===== config.mk =====
export PLATFORM = sky130hd
export DESIGN_NAME = substring_match_counter
export DESIGN_NICKNAME = d
export VERILOG_FILES = /design/src/hw/rtl/smc_pkg.sv /design/src/hw/rtl/substring_match_counter.sv
export SDC_FILE = /design/constraint.sdc
export NUM_CORES = 1
export LEC_CHECK = 0
export BUFFER_PORTS_ARGS = -buffer_cell sky130_fd_sc_hd__buf_2
export CORE_MARGIN = 4
export CORE_UTILIZATION = 40
export DETAILED_ROUTE_END_ITERATION = 10
export GPL_TIMING_DRIVEN = 0
export HOLD_SLACK_MARGIN = 0.08
export PLACE_DENSITY = 0.65
export SLEW_MARGIN = 20
export SYNTH_ARGS = -nofsm -noshare
export SYNTH_HDL_FRONTEND = slang
export SYNTH_SLANG_ARGS = --single-unit

===== constraint.sdc =====
create_clock -name i_clk -period 7.5 [get_ports i_clk]
set_input_delay 0.75 -clock i_clk [delete_from_list [all_inputs] [get_ports i_clk]]
set_output_delay 0.75 -clock i_clk [all_outputs]
set_load 0.05 [all_outputs]

===== src/hw/rtl/smc_pkg.sv =====
// ----------------------------------------------------------------------------
// smc_pkg
// Types and constants of the substring match counter.
// ----------------------------------------------------------------------------
`default_nettype none

package smc_pkg;

    localparam int NEEDLE_BYTES = 16;
    localparam int LEN_W        = 5;
    localparam int COUNT_W      = 16;
    localparam int OUT_POS_W    = 16;
    localparam int ADDR_W       = 5;
    localparam int DATA_W       = 64;

    localparam logic [COUNT_W-1:0] COUNT_MAX = '1;

    typedef enum logic [1:0] {
        REG_NEEDLE_LOW  = 2'd0,
        REG_NEEDLE_HIGH = 2'd1,
        REG_NEEDLE_LEN  = 2'd2
    } t_reg_idx;

endpackage

`default_nettype wire


===== src/hw/rtl/substring_match_counter.sv =====
// ----------------------------------------------------------------------------
// substring_match_counter
// Streaming substring search: counts non-overlapping needle matches per text.
// ----------------------------------------------------------------------------
// Usage:
//   Input channel (i_in_valid / o_in_stall) carries one text byte per beat,
//   with i_end_of_text on the last byte of a text. Output channel
//   (o_out_valid / i_out_stall) returns exactly one result beat per input beat.
//   Each result is registered: a byte accepted at one edge has its result on the
//   outputs right after it. Throughput is one byte per cycle unless the receiver
//   stalls; all needle byte compares of the window run in parallel between the
//   state registers and the result register.
//   When the receiver stalls with a result held, o_in_stall rises in the same
//   cycle and the held result stays unchanged until taken.
//   The needle is set through the APB port (64-bit data, registers at byte
//   addresses 0, 8, 16); write it only while the block is idle.
//   Synchronous reset clears the output valid flag, the per-text state and
//   the needle registers (length 1, bytes zero). The result of the last byte
//   of a text also clears the per-text state for the next text.
// ----------------------------------------------------------------------------
`default_nettype none

module substring_match_counter
    import smc_pkg::*;
#(
    parameter int NEEDLE_MAX     = 16,
    parameter int POSITION_WIDTH = 16
) (
    input  wire logic                 i_clk,
    input  wire logic                 i_rst_n,

    input  wire logic                 i_in_valid,
    output logic                      o_in_stall,
    input  wire logic [7:0]           i_text_byte,
    input  wire logic                 i_end_of_text,

    output logic                      o_out_valid,
    input  wire logic                 i_out_stall,
    output logic                      o_match_here,
    output logic [OUT_POS_W-1:0]      o_match_start,
    output logic [COUNT_W-1:0]        o_match_count,
    output logic                      o_found_any,
    output logic [OUT_POS_W-1:0]      o_first_start,
    output logic                      o_text_done,

    input  wire logic                 psel,
    input  wire logic                 penable,
    input  wire logic                 pwrite,
    input  wire logic [ADDR_W-1:0]    paddr,
    input  wire logic [DATA_W-1:0]    pwdata,
    output logic      [DATA_W-1:0]    prdata,
    output logic                      pready
);

    localparam int IDX_W = (NEEDLE_MAX > 1) ? $clog2(NEEDLE_MAX) : 1;
    localparam logic [POSITION_WIDTH-1:0] POS_MAX = '1;

    logic [DATA_W-1:0] r_needle_low;
    logic [DATA_W-1:0] r_needle_high;
    logic [LEN_W-1:0]  r_needle_len;

    logic [7:0]                r_recent [NEEDLE_MAX];
    logic [LEN_W-1:0]          r_depth;
    logic [POSITION_WIDTH-1:0] r_pos;
    logic [COUNT_W-1:0]        r_count;
    logic                      r_found;
    logic [POSITION_WIDTH-1:0] r_first_pos;

    logic                      r_out_valid;
    logic                      r_match_here;
    logic [OUT_POS_W-1:0]      r_match_start;
    logic [COUNT_W-1:0]        r_match_count;
    logic                      r_found_any;
    logic [OUT_POS_W-1:0]      r_first_start;
    logic                      r_text_done;

    logic                      in_accept;
    logic                      cfg_write;
    logic [2*DATA_W-1:0]       needle;
    logic [LEN_W-1:0]          len;
    logic [7:0]                window [NEEDLE_MAX];
    logic                      hit;
    logic                      depth_ok;
    logic [POSITION_WIDTH-1:0] start;
    logic [LEN_W-1:0]          n_depth;
    logic [POSITION_WIDTH-1:0] n_pos;
    logic [COUNT_W-1:0]        n_count;
    logic                      n_found;
    logic [POSITION_WIDTH-1:0] n_first_pos;

    // configuration port
    assign pready    = 1'b1;
    assign cfg_write = psel & penable & pwrite & pready;

    always_ff @(posedge i_clk) begin
        if (!i_rst_n) begin
            r_needle_low  <= '0;
            r_needle_high <= '0;
            r_needle_len  <= LEN_W'(1);
        end else if (cfg_write) begin
            unique case (t_reg_idx'(paddr[4:3]))
                REG_NEEDLE_LOW:  r_needle_low  <= pwdata;
                REG_NEEDLE_HIGH: r_needle_high <= pwdata;
                REG_NEEDLE_LEN:  r_needle_len  <= pwdata[LEN_W-1:0];
                default: begin
                end
            endcase
        end
    end

    always_comb begin
        unique case (t_reg_idx'(paddr[4:3]))
            REG_NEEDLE_LOW:  prdata = r_needle_low;
            REG_NEEDLE_HIGH: prdata = r_needle_high;
            REG_NEEDLE_LEN:  prdata = DATA_W'(r_needle_len);
            default:         prdata = '0;
        endcase
    end

    // handshake
    assign o_in_stall = r_out_valid & i_out_stall;
    assign in_accept  = i_in_valid & ~o_in_stall;

    // match logic
    assign needle = {r_needle_high, r_needle_low};

    always_comb begin
        if (r_needle_len == '0) begin
            len = LEN_W'(1);
        end else if (r_needle_len > LEN_W'(NEEDLE_MAX)) begin
            len = LEN_W'(NEEDLE_MAX);
        end else begin
            len = r_needle_len;
        end
    end

    always_comb begin
        window[0] = i_text_byte;
        for (int k = 1; k < NEEDLE_MAX; k++) begin
            window[k] = r_recent[k-1];
        end
    end

    assign depth_ok = ({1'b0, r_depth} + (LEN_W+1)'(1)) >= {1'b0, len};

    always_comb begin
        logic [LEN_W-1:0] idx;
        hit = depth_ok;
        for (int i = 0; i < NEEDLE_MAX; i++) begin
            idx = len - LEN_W'(i) - LEN_W'(1);
            if (LEN_W'(i) < len) begin
                if (window[idx[IDX_W-1:0]] != needle[8*i +: 8]) begin
                    hit = 1'b0;
                end
            end
        end
    end

    assign start = r_pos - POSITION_WIDTH'(len - LEN_W'(1));

    always_comb begin
        n_count     = r_count;
        n_found     = r_found;
        n_first_pos = r_first_pos;
        n_depth     = r_depth;
        if (hit) begin
            if (r_count != COUNT_MAX) begin
                n_count = r_count + COUNT_W'(1);
            end
            if (!r_found) begin
                n_found     = 1'b1;
                n_first_pos = start;
            end
            n_depth = '0;
        end else if (r_depth < LEN_W'(NEEDLE_MAX)) begin
            n_depth = r_depth + LEN_W'(1);
        end
        n_pos = (r_pos != POS_MAX) ? r_pos + POSITION_WIDTH'(1) : r_pos;
    end

    // per-text state
    always_ff @(posedge i_clk) begin
        if (!i_rst_n) begin
            for (int k = 0; k < NEEDLE_MAX; k++) begin
                r_recent[k] <= '0;
            end
            r_depth     <= '0;
            r_pos       <= '0;
            r_count     <= '0;
            r_found     <= 1'b0;
            r_first_pos <= '0;
        end else if (in_accept) begin
            if (i_end_of_text) begin
                for (int k = 0; k < NEEDLE_MAX; k++) begin
                    r_recent[k] <= '0;
                end
                r_depth     <= '0;
                r_pos       <= '0;
                r_count     <= '0;
                r_found     <= 1'b0;
                r_first_pos <= '0;
            end else begin
                for (int k = 0; k < NEEDLE_MAX; k++) begin
                    r_recent[k] <= window[k];
                end
                r_depth     <= n_depth;
                r_pos       <= n_pos;
                r_count     <= n_count;
                r_found     <= n_found;
                r_first_pos <= n_first_pos;
            end
        end
    end

    // result register
    always_ff @(posedge i_clk) begin
        if (!i_rst_n) begin
            r_out_valid <= 1'b0;
        end else if (in_accept) begin
            r_out_valid <= 1'b1;
        end else if (!i_out_stall) begin
            r_out_valid <= 1'b0;
        end
    end

    always_ff @(posedge i_clk) begin
        if (in_accept) begin
            r_match_here  <= hit;
            r_match_start <= hit ? OUT_POS_W'(start) : '0;
            r_match_count <= n_count;
            r_found_any   <= n_found;
            r_first_start <= n_found ? OUT_POS_W'(n_first_pos) : '0;
            r_text_done   <= i_end_of_text;
        end
    end

    assign o_out_valid   = r_out_valid;
    assign o_match_here  = r_match_here;
    assign o_match_start = r_match_start;
    assign o_match_count = r_match_count;
    assign o_found_any   = r_found_any;
    assign o_first_start = r_first_start;
    assign o_text_done   = r_text_done;

endmodule

`default_nettype wire


==> impl_metrics.yaml <==
timing:
  timing.fmax_mhz: 139
  skew_ns: 0.0158
  hold_ws_ns: 0.401
  setup_ws_ns: 0.315
  rsz0062_at_grt: "no"
  drv_slew: 0
  setup_tns_ns: 0
  post-route-period-util_pct: 95.8
  slew_headroom_pct: 22.2
  worst_pin_slew_ns: 1.17
  layout_min_cycle_time_ns: 7.18
  finalSetupViolCount: 0
  hold_viol_final: 0
placed_design:
  io_buffers: 196
  preCtsSetupSlack_ns: -0.0129
  place_congestion: 1.05
  hpwl_mm: 69.7
  placed_area_sq_um: 25500
layout:
  multi_input_area_sq_um: 13900
  regArea_sq_um: 8820
  drive_gt1_share_pct: 22.9
  nFillCells: 5319
  finalNetCount: 2524
  post-route-cell-area_sq_um: 27000
  fin_util_pct: 46.8
  syn_to_final_growth_pct: 15.3
setup_path:
  cpLargestDelayFamily: "buffers and inverters"
  path_cells: "buf_4 > inv_1 > nand2_1 > clkbuf_2 > ha_1 > buf_1 > clkbuf_1 > mux4_2 > mux4_2 > xnor2_1 > nand4_1 > nor2_1 > o21ai_0 > nor4_2 > o211ai_1 > buf_2 > buf_1 > o31ai_1"
  required_ns: 7.89
  max_stage_delay_ns: 0.65
  crit_buf_inv: 7
  worstPathMaxFanout: 13
  worst-endpoint-arrival_ns: 7.57
  worst-setup-path-type: "flip-flop to flip-flop"
  cpMaxStageDelayCell: "buf_1"
  cp-end-kind: "flip-flop"
  start_kind: "flip-flop"
global_route:
  overflow: 0
  grt_max_degree: 57
  grt_use_total_pct: 27.6
  antenna_found_initial: 5
  grt_pass1_vias: 19000
  grt_pass1_wl_mm: 130
floorplanning:
  die_x_um: 250
  core_sq_um: 57800
  dieHeight_um: 250
  start_util_pct: 40.6
  die_area_sq_um: 62500
  io_pins: 203
  rows: 88
clocking:
  cts_buffer_depth: 3
  clock-sinks: 359
  htree_levels: 2
  cts_buffers: 41
  cts_tree: "built"
  cts-root-buf: "clkbuf_16"
  clk_pin_slew_ns: 0.06
  worstSkewPairLatency_ns: 0.58
job:
  cap_violations: 0
yosys:
  synth_area_leader_cell: "edfxtp_1"
  synth-simple-area-share_pct: 15.6
  syn_area_per_cell_sq_um: 10.8
  synthTopCellsByArea: "edfxtp_1, mux4_2, dfxtp_1"
  async_reset_ff_share_pct: 0
  synth_top_area_share_pct: 20.9
  synth_flop_cell: "dfxtp_1"
  netlist_instances: 2169
  synth_cell_type_count: 72
  synth-compound-area-share_pct: 10.1
  syn_nets: 2282
  synth_xor_area_share_pct: 5.75
  synth_seq_cells: 359
  synthAdderAreaFrac_pct: 1.58
  synthMuxAreaShare_pct: 25.9
  ys_warn_count: 0
  synth_top_family_by_area: "multiplexers"
  syn-cell-area_sq_um: 23400
  synth-edff-count: 163
  synth-seq-area-share_pct: 37.6
route:
  wl_per_cell_um: 27.6
  drtAntennaViolNets: 0
  first_iter_violations: 2268
  drt-pass1-iter-count: 6
  drc_errors: 0
  vias: 19700
  routed_wl_mm: 88.6
  viasPerCell: 6.12
power:
  p_per_area_nw_per_um2: 193
  leakagePower_nw: 10.0
  peakVddDrop_mv: 0.138
hold_path:
  hp-class: "primary input to flip-flop"
outcome:
  status: "completed"
## repair_timing
action,CTS,global route
hold buffers,0,0
endpoints found under the setup margin,14,38
pin swaps,0,0
gates resized for setup,2,7
setup buffers,0,0
## layout by cell type (no fill, tap or decap), drive strengths merged, types with 4 or more instances in the layout
master,count
clkbuf,151
a32oi,5
clkinvlp,4
bufinv,9
nand4,31
a21oi,53
a31oi,4
edfxtp,163
nand2,344
ha,28
mux2i,134
a21o,6
buf,252
a21boi,130
mux2,4
or2,6
nand2b,10
inv,29
xor2,57
clkinv,13
mux4,208
and3,29
nor2,116
nor4,24
dfxtp,196
or3,17
xnor2,97
o21ai,37
nor3,23
nor2b,18
o211ai,5
and2,116
nand3,18
o31ai,17
a22oi,32
o2bb2ai,14
## worst register-to-register path, cell delays in order, from the launching register on
cell and delay (ns):
dfxtp_1 0.32, buf_4 0.20, inv_1 0.22, nand2_1 0.43
clkbuf_2 0.52, ha_1 0.52, buf_1 0.65, clkbuf_1 0.64
mux4_2 0.55, mux4_2 0.57, xnor2_1 0.16, nand4_1 0.14
nor2_1 0.16, o21ai_0 0.21, nor4_2 0.46, o211ai_1 0.30
buf_2 0.31, buf_1 0.30, o31ai_1 0.35
## cell type report
class,count,area share [%]
clock inverter,26,1.47
sequential,359,32.6
inverter,29,0.426
clock buffer,49,4.25
buffer,154,2.56
antenna,2,0.0185
multi-input combinational,1626,51.2
timing repair buffer,200,3.86
tap,765,3.54
## metal layers
layer  vias up  GRT usage (%)  part of all wire [%]
li1       8532              -                     -
met1      9885           37.5                    41
met2      1059           43.1                    45
met3       177           7.04                    10
met4         0           9.87                   4.2
met5         -              0                     0
## cells in the mapped netlist (all sizes together) (29+ instances only)
cell type / number
nand2: 344
mux4: 208
dfxtp: 196
edfxtp: 163
mux2i: 134
a21boi: 130
and2: 116
nor2: 116
clkbuf: 103
xnor2: 97
xor2: 57
a21oi: 53
buf: 52
o21ai: 37
a22oi: 32
nand4: 31
and3: 29
## metrics by stage
| stage | std cells | power [W] |
|---|---|---|
| 6_report | 3210 | 0.00523 |
| 5_1_grt | 3209 | 0.00537 |
| 4_1_cts | 3207 | 0.00524 |
| 3_5_place_dp | 3133 | 0.00294 |
| 3_3_place_gp | 3130 | 0.00293 |
| 2_1_floorplan | 2169 | 0.00267 |
## logic make-up after synthesis
group,count (synthesis)
AOI/OAI and AO/OA,336
xor gates and xnor gates,154
adders and majority gates,30
buffers and inverters,184
DFF,359
muxes,346
other,1
and+or+nand+nor,759
## path summary, 6_finish.rpt
kind / start / to / slack [ns] / cells after the start
setup / recovery: r_needle_len[4] / o_first_start[13] / 0.32 / 18
hold / removal: i_in_valid / o_out_valid / 0.40 / 2
setup reg to reg: r_needle_len[4] / o_first_start[13] / 0.32 / 18
hold reg to reg: r_first_pos[12] / r_first_pos[12] / 0.46 / 1
## where the power goes
| part | switching [W] | internal (W) | total [W] | leakage (nW) |
|---|---|---|---|---|
| logic | 0.000457 | 0.000280 | 0.000736 | 5.94 |
| registers | 0.0000703 | 0.00211 | 0.00218 | 3.33 |
| clock network | 0.000893 | 0.00141 | 0.00231 | 0.752 |
## state kept, by name, indices dropped and copies added (netlist names), 5 cells and up
signal / flops
o_match_start: 16
r_count: 16
r_pos: 16
r_needle_low: 64
o_match_count: 16
r_first_pos: 16
r_recent: 120
r_needle_len: 5
o_first_start: 16
r_needle_high: 64
r_depth: 5
No activity file was read; power rests on OpenSTA's default activity.
